==> config.mk <==
export PLATFORM = sky130hd
export DESIGN_NAME = ppwfp_mac
export DESIGN_NICKNAME = d
export VERILOG_FILES = /design/src/design/ppwfp_pkg.sv /design/src/design/ppwfp_mac.sv
export SDC_FILE = /design/constraint.sdc
export NUM_CORES = 2
export LEC_CHECK = 0
export BUFFER_PORTS_ARGS = -buffer_cell sky130_fd_sc_hd__buf_2
export CORE_ASPECT_RATIO = 0.8
export CORE_MARGIN = 5
export CORE_UTILIZATION = 48
export CTS_BUF_LIST = sky130_fd_sc_hd__clkbuf_4 sky130_fd_sc_hd__clkbuf_8
export DETAILED_ROUTE_END_ITERATION = 16
export PLACE_DENSITY = 0.61
export SKIP_LAST_GASP = 1
export SLEW_MARGIN = 30
export SYNTH_ARGS = -nofsm -noshare
export SYNTH_HDL_FRONTEND = slang
export SYNTH_SLANG_ARGS = --single-unit
==> constraint.sdc <==
create_clock -name clock -period 9.9 [get_ports clock]
set_input_delay 1.485 -clock clock [delete_from_list [all_inputs] [get_ports clock]]
set_output_delay 1.485 -clock clock [all_outputs]
set_load 0.005 [all_outputs]
==> src/design/ppwfp_pkg.sv <==
package ppwfp_pkg;

   localparam int DATA_W     = 32;
   localparam int W_FRAC     = 16;
   localparam int W_W        = W_FRAC + 1;
   localparam int QUOT_W     = W_FRAC;
   localparam int CSR_ADDR_W = 4;

   localparam logic [W_W-1:0]    W_ONE   = W_W'(1) << W_FRAC;
   localparam logic [DATA_W-1:0] SAT_POS = 32'h7fff_ffff;
   localparam logic [DATA_W-1:0] SAT_NEG = 32'h8000_0000;

   typedef enum logic {
      ACT_WRITE,
      ACT_EVAL
   } action_type;

   typedef enum logic [1:0] {
      CSR_WMIN,
      CSR_WMAX,
      CSR_TERMS
   } csr_index_type;

   typedef struct packed {
      logic              start;
      logic [DATA_W-1:0] numer;
      logic [DATA_W-1:0] denom;
   } div_req_type;

   typedef struct packed {
      logic              done;
      logic [QUOT_W-1:0] quot;
   } div_rsp_type;

   typedef struct packed {
      logic clear;
      logic mult;
      logic accum;
   } mac_ctrl_type;

endpackage

==> src/design/ppwfp_mac.sv <==
module ppwfp_mac #(
   parameter int ACC_W = 35
) (
   input  logic                    clock,
   input  ppwfp_pkg::mac_ctrl_type mac_ctrl,
   input  logic [ppwfp_pkg::W_W-1:0] weight,
   input  logic signed [31:0]      coeff,
   output logic signed [ACC_W-1:0] acc
);
   import ppwfp_pkg::*;

   localparam int PROD_W = ACC_W + W_W + 1;

   logic signed [ACC_W-1:0]  acc_ff, acc_in;
   logic signed [PROD_W-1:0] prod_ff, prod_in;
   logic signed [W_W:0]      weight_s;

   assign weight_s = $signed({1'b0, weight});

   // horner step: acc = floor(acc * w / 2^16) + c, split into a registered multiply and an accumulate
   always_comb begin
      acc_in  = acc_ff;
      prod_in = PROD_W'(acc_ff) * PROD_W'(weight_s);
      if (mac_ctrl.clear) begin
         acc_in = '0;
      end else if (mac_ctrl.accum) begin
         acc_in = $signed(prod_ff[ACC_W+W_FRAC-1:W_FRAC])
                + $signed({{(ACC_W-DATA_W){coeff[DATA_W-1]}}, coeff});
      end
   end

   always_ff @(posedge clock) begin
      acc_ff <= acc_in;
      if (mac_ctrl.mult) begin
         prod_ff <= prod_in;
      end
   end

   assign acc = acc_ff;

endmodule

# ---- Yosys cells after proc, flatten, opt, wreduce, memory -nomap -nowiden
# Index checks and enable logic that the tools add are counted.
dict set report classes {
  multipliers 1
  add_sub_neg 1
}
# cell count
set ops {}
lappend ops {{$mul 35x18->51} 1}
lappend ops {{$add 35x32->35} 1}
dict set report word_totals {
  reg_bits 86
}

# ---- Longest topological paths before layout
dict set report depth {
  ltp_word 1
  mapped_depth 24
}

# ---- Worst setup path before layout
# No wires, ideal clock.
dict set report synth_path {
  path_kind {input port to flip-flop}
  start {input weight[9] in the netlist's numbering}
  end {register prod_ff[46], data pin}
  n_path_buf 2
  setup_slack_ns 2.340
  cell_stages 22
  arrival_time_ns 7.302
  required_ns 9.642
  cell_sequence {clkbuf_1 > clkbuf_1 > nand2_1 > fa_1 > inv_1 > fa_1 > fa_1 > fa_1 > fa_1 > inv_1 > fa_1 > inv_1 > ha_1 > and3_1 > nand3_1 > a211o_1 > nor3_4 > o41ai_4 > o311a_1 > o31ai_2 > a21oi_1 > xnor2_1}
}
dict set report synth_via {
  elab_chain_cells 1
}
# element line
set synth_rtl {}
lappend synth_rtl {{start: declaration} ppwfp_mac.sv:6} ;# input logic [ppwfp_pkg::W_W-1:0] weight,
lappend synth_rtl {{$mul 35x18->51} ppwfp_mac.sv:23} ;# prod_in = PROD_W'(acc_ff) * PROD_W'(weight_s);
lappend synth_rtl {{via prod_in[46]} ppwfp_mac.sv:15} ;# logic signed [PROD_W-1:0] prod_ff, prod_in;
lappend synth_rtl {{end signal: assignment} ppwfp_mac.sv:35} ;# prod_ff <= prod_in;
lappend synth_rtl {{end: declaration} ppwfp_mac.sv:15}
# The timed path passes the listed nets, and every way through them passes these cells.
# A chain may end at the register's enable or synchronous reset.

# ---- Final worst setup path
dict set report layout_path {
  start {input weight[3] in the netlist's numbering}
  end {register prod_ff[44], data pin}
}
# Same word-level chain as after synthesis.

==> flow_metrics.py <==
metrics = {
    "yosys": {
        "synth-edff-count": 35,
        "flip_flop_and_latch_count_after_synthesis": 70,
        "yosys.cell_types.count": 57,
        "synth_area_per_cell_um2": 9.08,
        "ys_seq_area_frac": 0.0752,
        "syn_area_um2": 23300,
        "syn_inst": 2566,
        "synth_top_cells_by_area": "fa_1 (48%), inv_1 (9.9%), ha_1 (8.1%)",
        "ys_dominant_reg_cell": "edfxtp_1",
        "synth_area_leader_cell": "fa_1",
        "syn-num-nets": 3322,
        "synth.top_cell.area_share": 0.475,
        "ys_async_sr_fraction": 0,
        "synth-warning-count": 0,
    },
    "die": {
        "floorplan.die_area_um2": 53100,
        "floorplan.initialDensity": 0.483,
        "die_x_um": 256,
        "placeableCoreArea_um2": 48200,
        "ios": 88,
        "std_cell_rows": 72,
        "die_height_um": 207,
    },
    "global_route": {
        "overflow": 0,
        "via_count_of_the_first_global_routing_pass": 18900,
        "groute.usage.overall": 0.266,
        "grt_pass1_wl_mm": 110,
        "grt_use_met2": 0.383,
        "use_met3": 0.0936,
        "grt_busiest_layer": "met1",
        "groute.layer.met1.usage": 0.398,
        "maximum_number_of_pins_on_one_net_before_global_route_repair": 42,
        "antenna_found_initial": 4,
    },
    "setup_path": {
        "ordered_list_of_cells_on_the_worst_path": "buf_2, nand2_1, fa_1, fa_1, fa_1, inv_1, fa_1, fa_1, fa_1, ha_1, a211o_1, a21oi_1, a211o_1, nand3_1, o41ai_4, o311a_1, o21a_1, o21ai_1, xor2_1",
        "critPathLaunchType": "input port",
        "crit_path_max_fanout": 35,
        "worst_ep_required_time_ns": 10.01,
        "timing.critical_path.mode_cell": "fa_1",
        "critical_path_sink_type": "flop",
        "crit_arrival_ns": 8.11,
        "r2r_setup_slack_ns": 2.63,
        "critPathSlowestCell": "buf_2",
        "path_class": "in2reg",
        "worst_path_largest_cell_delay_ns": 0.72,
    },
    "timing": {
        "finalHoldViolations": 0,
        "tightest_slew_ns": 1.09,
        "final_critical_path_time_including_i_o_delays_and_setup_ns": 8.00,
        "slew_violations": 0,
        "slew_hr": 0.271,
        "setup-violations-final": 0,
        "achievable-frequency_mhz": 125,
        "fin_setup_tns_ns": 0,
        "finalCritPeriodShare": 0.808,
        "final.setup_skew_ns": 0.0207,
        "grt_setup_unrepaired": "no",
    },
    "final_layout": {
        "nNetsFinal": 3325,
        "synthToLayoutAreaGrowth_pct": 4.98,
        "layout.cells.most_common_list": "inv_1 (617), fa_1 (553), nand2_1 (384), and2_1 (245), ha_1 (150)",
        "layout-drive-gt1-share": 0.0567,
        "postLayoutCellArea_um2": 24500,
        "layout.cells.most_common": "inv_1",
        "final_core_utilization": 0.508,
    },
    "route": {
        "route.final.wire_length_mm": 68.7,
        "antenna_left": 0,
        "detail_route.wl_per_cell_um": 21.4,
        "drt-pass1-iter-count": 5,
        "vias_per_cell": 5.41,
        "detail_route.drc_violations": 0,
        "dr.first_iter.drc_count": 1415,
        "dr_total_vias": 17400,
    },
    "clocking": {
        "cts_tree": "done",
        "cts_repair_resize_count": 0,
        "clk_path_buf_depth": 2,
        "numClockSinks": 70,
        "clkTransAtPathRegs_ns": 0.09,
        "insertion_delay_ns": 0.38,
        "cts_hold_buf": 0,
        "clock_tree.root_cell": "clkbuf_8",
        "number_of_buffers_created_by_cts": 9,
        "cts_max_level": 3,
        "post-cts-setup-buffer-count": 0,
    },
    "worst_hold_path": {
        "timing.hold.worst.class": "reg2reg",
    },
    "place": {
        "place_hpwl_mm": 52.4,
        "gp_routability_congestion": 0.940,
        "placement.cell_area_um2": 24300,
        "port_buffers": 87,
    },
    "run": {
        "total_of_max_cap_violations": 0,
    },
    "outcome": {
        "outcome": "completed",
    },
}
-- cell families (layout without fill, tap and decap cells) --
kind of cell               after synthesis  after routing  share of synthesized area
xor gates and xnor gates                71             71                     0.0267
AOI/OAI and AO/OA                      197            197                     0.0577
muxes                                   20             20                    0.00859
other                                    0              8                          0
DFF                                     70             70                     0.0752
and+or+nand+nor                        768            768                      0.157
adders and majority gates              703            703                      0.556
buffers and inverters                  737            745                      0.119
-- critical path, delay by kind of cell --
kind	cells	cell delay [ns]
adders and majority gates	7	3.39
AOI/OAI and AO/OA	7	1.90
buffers and inverters	2	0.78
and+or+nand+nor	2	0.38
xor gates and xnor gates	1	0.15
-- synth_stat cells (17+ instances only) --
cell	n
and2_1	245
fa_1	553
dfxtp_1	35
nand2_1	384
edfxtp_1	35
a21oi_1	59
nand3_1	17
ha_1	150
nor3_1	18
nor2_1	62
xnor2_1	53
a21o_1	26
o21ai_0	26
inv_1	617
mux2i_1	20
clkbuf_1	119
xor2_1	18
-- through the flow --
stage | hold slack [ns] | instances | setup WS [ns]
after floorplan | 0.524 | 2566 | 2.34
after global placement | 0.602 | 3187 | 1.70
after detailed placement | 0.605 | 3187 | 1.58
after CTS | 0.625 | 3203 | 1.98
after global routing | 0.652 | 3206 | 1.64
final | 0.622 | 3211 | 1.90
-- path summary, 6_finish.rpt --
check	startpoint	endpoint	depth (start not counted)
worst max-delay path	weight[3]	prod_ff[44]$_DFFE_PP_	19
worst min-delay path	acc[32]$_SDFFE_PP0P_	acc[32]$_SDFFE_PP0P_	2
worst min register to register	acc[32]$_SDFFE_PP0P_	acc[32]$_SDFFE_PP0P_	2
worst max register to register	acc[17]$_SDFFE_PP0P_	prod_ff[46]$_DFFE_PP_	21
-- flip-flops by register name, summed over array words and instances (netlist names) --
| register | count |
|---|---|
| prod_ff | 35 |
| acc | 35 |
-- layer usage --
| layer | share of wire | wire, um | vias up |
|---|---|---|---|
| li1 | - | - | 7573 |
| met1 | 0.45 | 30700 | 8804 |
| met2 | 0.41 | 28200 | 898 |
| met3 | 0.13 | 8930 | 82 |
| met4 | 0.014 | 986 | 0 |
| met5 | 0 | 0 | - |
-- cell type report --
cell class | count | area (um^2)
Antenna cell | 8 | 20.0
Clock buffer | 10 | 131
Clock inverter | 6 | 36.3
Fill cell | 4493 | 23700
Inverter | 617 | 2320
Multi-Input combinational cell | 1759 | 18800
Sequential cell | 70 | 1760
Tap cell | 629 | 787
Timing Repair Buffer | 112 | 628
Power is left out: the tool's default activity adds up to more than one toggle a clock period on the data nets, which glitch-free logic cannot reach.
