`config.mk`:
```
export PLATFORM = sky130hd
export DESIGN_NAME = ppwfp_div
export DESIGN_NICKNAME = d
export VERILOG_FILES = /design/src/design/ppwfp_pkg.sv /design/src/design/ppwfp_div.sv
export SDC_FILE = /design/constraint.sdc
export NUM_CORES = 1
export LEC_CHECK = 0
export BUFFER_PORTS_ARGS = -buffer_cell sky130_fd_sc_hd__buf_2
export CELL_PAD_IN_SITES_DETAIL_PLACEMENT = 1
export CELL_PAD_IN_SITES_GLOBAL_PLACEMENT = 2
export CORE_MARGIN = 2
export CORE_UTILIZATION = 37
export DETAILED_ROUTE_END_ITERATION = 10
export HOLD_SLACK_MARGIN = 0.1
export PLACE_DENSITY = 0.88
export SLEW_MARGIN = 20
export SYNTH_ARGS = -nofsm -noshare
export SYNTH_HDL_FRONTEND = slang
export SYNTH_SLANG_ARGS = --single-unit
```
`constraint.sdc`:
```
create_clock -name clock -period 4.11 [get_ports clock]
set_clock_uncertainty 0.2 [all_clocks]
set_input_delay 0.411 -clock clock [delete_from_list [all_inputs] [get_ports clock]]
set_output_delay 0.411 -clock clock [all_outputs]
set_load 0.05 [all_outputs]
```
`src/design/ppwfp_pkg.sv`:
```
package ppwfp_pkg;

   localparam int DATA_W     = 32;
   localparam int W_FRAC     = 16;
   localparam int W_W        = W_FRAC + 1;
   localparam int QUOT_W     = W_FRAC;
   localparam int CSR_ADDR_W = 4;

   localparam logic [W_W-1:0]    W_ONE   = W_W'(1) << W_FRAC;
   localparam logic [DATA_W-1:0] SAT_POS = 32'h7fff_ffff;
   localparam logic [DATA_W-1:0] SAT_NEG = 32'h8000_0000;

   typedef enum logic {
      ACT_WRITE,
      ACT_EVAL
   } action_type;

   typedef enum logic [1:0] {
      CSR_WMIN,
      CSR_WMAX,
      CSR_TERMS
   } csr_index_type;

   typedef struct packed {
      logic              start;
      logic [DATA_W-1:0] numer;
      logic [DATA_W-1:0] denom;
   } div_req_type;

   typedef struct packed {
      logic              done;
      logic [QUOT_W-1:0] quot;
   } div_rsp_type;

   typedef struct packed {
      logic clear;
      logic mult;
      logic accum;
   } mac_ctrl_type;

endpackage

```
`src/design/ppwfp_div.sv`:
```
module ppwfp_div (
   input  logic                   clock,
   input  logic                   reset,
   input  ppwfp_pkg::div_req_type div_req,
   output ppwfp_pkg::div_rsp_type div_rsp
);
   import ppwfp_pkg::*;

   localparam int CNT_W = $clog2(QUOT_W);

   logic              busy_ff, busy_in;
   logic              done_ff, done_in;
   logic [CNT_W-1:0]  count_ff, count_in;
   logic [DATA_W-1:0] rem_ff, rem_in;
   logic [DATA_W-1:0] denom_ff, denom_in;
   logic [QUOT_W-1:0] quot_ff, quot_in;
   logic [DATA_W:0]   shifted;
   logic [DATA_W:0]   trial;

   // restoring division, one quotient bit a cycle; remainder always below divisor
   always_comb begin
      busy_in  = busy_ff;
      done_in  = 1'b0;
      count_in = count_ff;
      rem_in   = rem_ff;
      denom_in = denom_ff;
      quot_in  = quot_ff;
      shifted  = {rem_ff, 1'b0};
      trial    = shifted - {1'b0, denom_ff};
      if (div_req.start) begin
         busy_in  = 1'b1;
         count_in = '0;
         rem_in   = div_req.numer;
         denom_in = div_req.denom;
         quot_in  = '0;
      end else if (busy_ff) begin
         if (shifted >= {1'b0, denom_ff}) begin
            rem_in  = trial[DATA_W-1:0];
            quot_in = {quot_ff[QUOT_W-2:0], 1'b1};
         end else begin
            rem_in  = shifted[DATA_W-1:0];
            quot_in = {quot_ff[QUOT_W-2:0], 1'b0};
         end
         count_in = count_ff + 1'b1;
         if (count_ff == CNT_W'(QUOT_W - 1)) begin
            busy_in = 1'b0;
            done_in = 1'b1;
         end
      end
   end

   always_ff @(posedge clock) begin
      if (reset) begin
         busy_ff <= 1'b0;
         done_ff <= 1'b0;
      end else begin
         busy_ff <= busy_in;
         done_ff <= done_in;
      end
      count_ff <= count_in;
      rem_ff   <= rem_in;
      denom_ff <= denom_in;
      quot_ff  <= quot_in;
   end

   assign div_rsp.done = done_ff;
   assign div_rsp.quot = quot_ff;

endmodule

```
* Word level (Yosys, flattened, before mapping)
Cells that the tools add are included.
Word-level totals: output and inout port bits 17, word-level logic and storage cells 21, flip-flop bits (word level) 86, input bits 67
Operators by class: multiplexer cells 8, bitwise gates (word level) 1, reductions and logical operators 2, order comparisons 1, equal/unequal tests 1, add/sub/neg operators 2
Operator list (count):
- $mux W32 | 3
- $ge A33 B32 Y1 | 1
- $sub A32 B32 Y32 | 1
- $mux W1 | 5
- $add A4 B1 Y4 const B | 1
- $eq A4 B4 Y1 const B | 1
- $reduce_or A3 Y1 | 1
- $reduce_bool A2 Y1 | 1
- $not A1 Y1 | 1

* Depth between registers and ports, before layout
depth in word-level cells 4, gate-level depth with buffers 13, gate-level depth less buffers 12

* Least setup slack after synthesis
Ideal clock, no wire load.
path kind register -> register, from register rem_ff[17], to register rem_ff[10], data pin, cell stages (with the launch flop) 12, setup slack 0.826 ns, data arrival time 2.824 ns, path buffers 1, library setup time 0.260 ns, path through edfxtp_1 > ha_1 > a21o_1 > o21bai_1 > or3_1 > a211oi_2 > nor4_2 > o21ai_4 > nand2_4 > buf_6 > mux2_4 > mux2_2
Between the ends: cells in the longest elaborated chain, start to end 4
RTL lines:
- start: declaration | line ppwfp_div.sv:14 | logic [DATA_W-1:0] rem_ff, rem_in;
- start signal: assignment | line ppwfp_div.sv:61 | rem_ff <= rem_in;
- $ge A33 B32 Y1 | line ppwfp_div.sv:37 | if (shifted >= {1'b0, denom_ff}) begin
- $mux W32 | line ppwfp_div.sv:37
- $mux W32 | line ppwfp_div.sv:36 | end else if (busy_ff) begin
- $mux W32 | line ppwfp_div.sv:30 | if (div_req.start) begin
- named net rem_in[10] | line ppwfp_div.sv:14
The timed path passes the listed nets, and every way through them passes these cells. The select of a mux whose other input is x is not followed. A chain may end at the register's enable or synchronous reset.

* Final worst setup path
from register rem_ff[15], to register rem_ff[4], data pin
The elaborated chain is that of the path after synthesis.

==> results.toml <==
[routing]
via_per_inst = 5.16
final_antenna_net_count = 0
wire_per_inst_um = 16.7
drc = 0
first_pass_iters = 4
initialDrtViolationCount = 168
wl_um = 13700
vias = 4231

[power_and_ir_drop]
p_per_area_mw_per_mm2 = 573
ir_drop_mv = 0.241
pwr-share-comb_pct = 46.4
p_seq_share_pct = 31.6
pwr-share-clk_pct = 22.1
p_switching_uw = 1370
p_int_uw = 2420
switching_share_pct = 36.1
p_leak_uw = 0.00291

[timing]
fin_crit_sh_pct = 91.3
finalHoldViolations = 0
setup_viol = 0
worst_slew_pin_slew_ps = 845
finalMaxSlewViolations = 0
rsz0062_at_grt = "false"
period_minus_slack_ps = 3750
max_slew_margin_pct = 43.6
finalSetupTns_ps = 0
fin_ws_ps = 356
max_freq_mhz = 266

[global_route]
track_usage_pct = 17.9
grt_start_max_net_pins = 59
antenna_found_initial = 0
overflow = 0
grt_pass1_wl_um = 22500
grt_pass1_vias = 4509

[floorplan]
die-area_mm2 = 0.0156
core-area_mm2 = 0.0144
die_w_um = 125
rows = 44
dieHeight_um = 125
pin_count = 84
start_util_pct = 37.5

[place]
dpl.hpwl_um = 9650
io_buffers = 83
place_congestion = 0.848
dp.cells = 771
post-place-ws_ps = 403

[job]
drv_cap = 0

[logic_synthesis]
ys.flop_type = "edfxtp_1"
synthDistinctLibCells = 60
synth-seq-cells = 86
synth_edf_count = 64
async_flop_share_pct = 0
yosysWarnings = 0
syn-cell-area_mm2 = 0.00540
synth.avg_cell_area_um2 = 10.4
yosysSeqAreaShare_pct = 43.7
synthCells = 519
synth_fp_nets = 620

[layout]
diodes = 0
syn2layout_area_growth_pct = 22.5
final_util_pct = 45.9
final_cell_mix = "buf_2, edfxtp_1, a21oi_1"
nets = 732
final_layout_size_suffix_gt1_share_pct = 23.3
layout_commonest_cell = "buf_2"
stdcell_count = 820

[cts]
worstSkewPairLatency_ps = 350
cts_root_buffer = "clkbuf_16"
clk_pin_slew_ps = 70
cts_buffer_depth = 2
cts_tree = "yes"
cts_inserted_buffers = 9
cts_sinks = 86
cts_max_level = 3

[outcome]
status = "completed"

[hold_path]
min_path_type = "in2reg"

[critical_path]
cp-end-kind = "flip-flop"
crit_type = "reg2reg"
cp_data_arrival_time_ps = 3660
path_max_fanout = 26
start_kind = "flip-flop"
required_ps = 4020
==> final cells by class <==
| class | count | area (um^2) |
|---|---|---|
| clock inverter | 5 | 37.5 |
| inverter | 41 | 154 |
| fill | 1610 | 7800 |
| sequential | 86 | 2360 |
| clock buffer | 11 | 264 |
| timing repair buffer | 121 | 786 |
| tap | 184 | 230 |
| multi-input combinational | 372 | 2790 |
==> power groups by stage <==
| stage | Combinational, uW | Clock [uW] | Sequential [uW] |
|---|---|---|---|
| 3_5_place_dp | 1730 | 0 | 1210 |
| 5_1_grt | 1950 | 889 | 1210 |
| 3_3_place_gp | 1670 | 0 | 1210 |
| 6_report | 1760 | 836 | 1200 |
| 4_1_cts | 1770 | 867 | 1200 |
| 2_1_floorplan | 1370 | 0 | 1190 |
==> timing repair <==
action                    in CTS  in global routing
setup buffers                  0                  0
hold buffers                  33                  0
resized for setup              0                  0
hold endpoints to repair      34                  0
==> registers in the layout, summed over array words and instances (netlist names) <==
name and count:
busy_ff 1, denom_ff 32, count_ff 4, done_ff 1, rem_ff 32, quot_ff 16
==> path summary, 6_finish.rpt <==
check / start / endpoint / slack, ps / depth (start not counted)
worst min register to register: count_ff[3] / done_ff / 280 / 2
worst max-delay path: rem_ff[15] / rem_ff[4] / 360 / 10
worst max register to register: rem_ff[15] / rem_ff[4] / 360 / 10
worst min-delay path: div_req[63] / rem_ff[31] / 140 / 3
==> logic make-up after synthesis <==
group,after synthesis,synth area share [%]
buffers and inverters,61,4.72
multiplexers,59,12.6
AO/OA/AOI/OAI,126,15.3
adder cells (fa/ha/maj),34,8.01
flip-flops,86,43.7
AND/OR/NAND/NOR,127,11.4
XOR/XNOR,26,4.21
==> per-layer routing <==
layer	vias up	part of all wire, %	global-route usage (%)
met5	-	0	0
met3	16	3.8	4.25
met4	0	2.0	6.34
met2	82	48	29.7
met1	2028	46	22.9
li1	2105	-	-
==> Yosys cell counts (4+ instances only) <==
master / n / area share (%)
a211oi_1: 8 / 1.1
a21o_1: 18 / 2.5
a21oi_1: 44 / 4.1
buf_1: 5 / 0.35
clkbuf_1: 11 / 0.76
dfxtp_1: 22 / 8.1
edfxtp_1: 64 / 36
ha_1: 33 / 7.6
inv_1: 41 / 2.8
mux2_1: 7 / 1.5
mux2_2: 22 / 4.6
mux2_4: 11 / 3.1
mux2i_1: 19 / 3.5
nand2_1: 29 / 2.0
nand2b_1: 5 / 0.58
nand3_1: 12 / 1.1
nand4_1: 5 / 0.58
nor2_1: 42 / 2.9
nor2b_1: 7 / 0.81
nor3_1: 8 / 0.74
o21a_1: 4 / 0.56
o21ai_0: 12 / 1.1
o21ai_1: 8 / 0.74
o21bai_1: 7 / 0.97
o31ai_1: 5 / 0.69
xnor2_1: 17 / 2.8
xor2_1: 9 / 1.5
==> stage by stage <==
| step | instance area [um^2] | power (uW) | hold slack, ps |
|---|---|---|---|
| global route | 6620 | 4050 | 151 |
| floorplan | 5400 | 2560 | 240 |
| global placement | 5990 | 2870 | 267 |
| finish | 6620 | 3790 | 144 |
| detailed placement | 5990 | 2940 | 268 |
| CTS | 6620 | 3830 | 129 |
==> worst max-delay path, stage by stage, from the launching register on <==
cell and delay, ps:
edfxtp_1 400, ha_1 390, a21oi_1 280, o21bai_1 130, or3_1 340, a211oi_2 330, nor4_2 130, o21ai_4 280
nand2_4 320, mux2_1 430, mux2_2 260
Power figures use the tool's default switching activity.
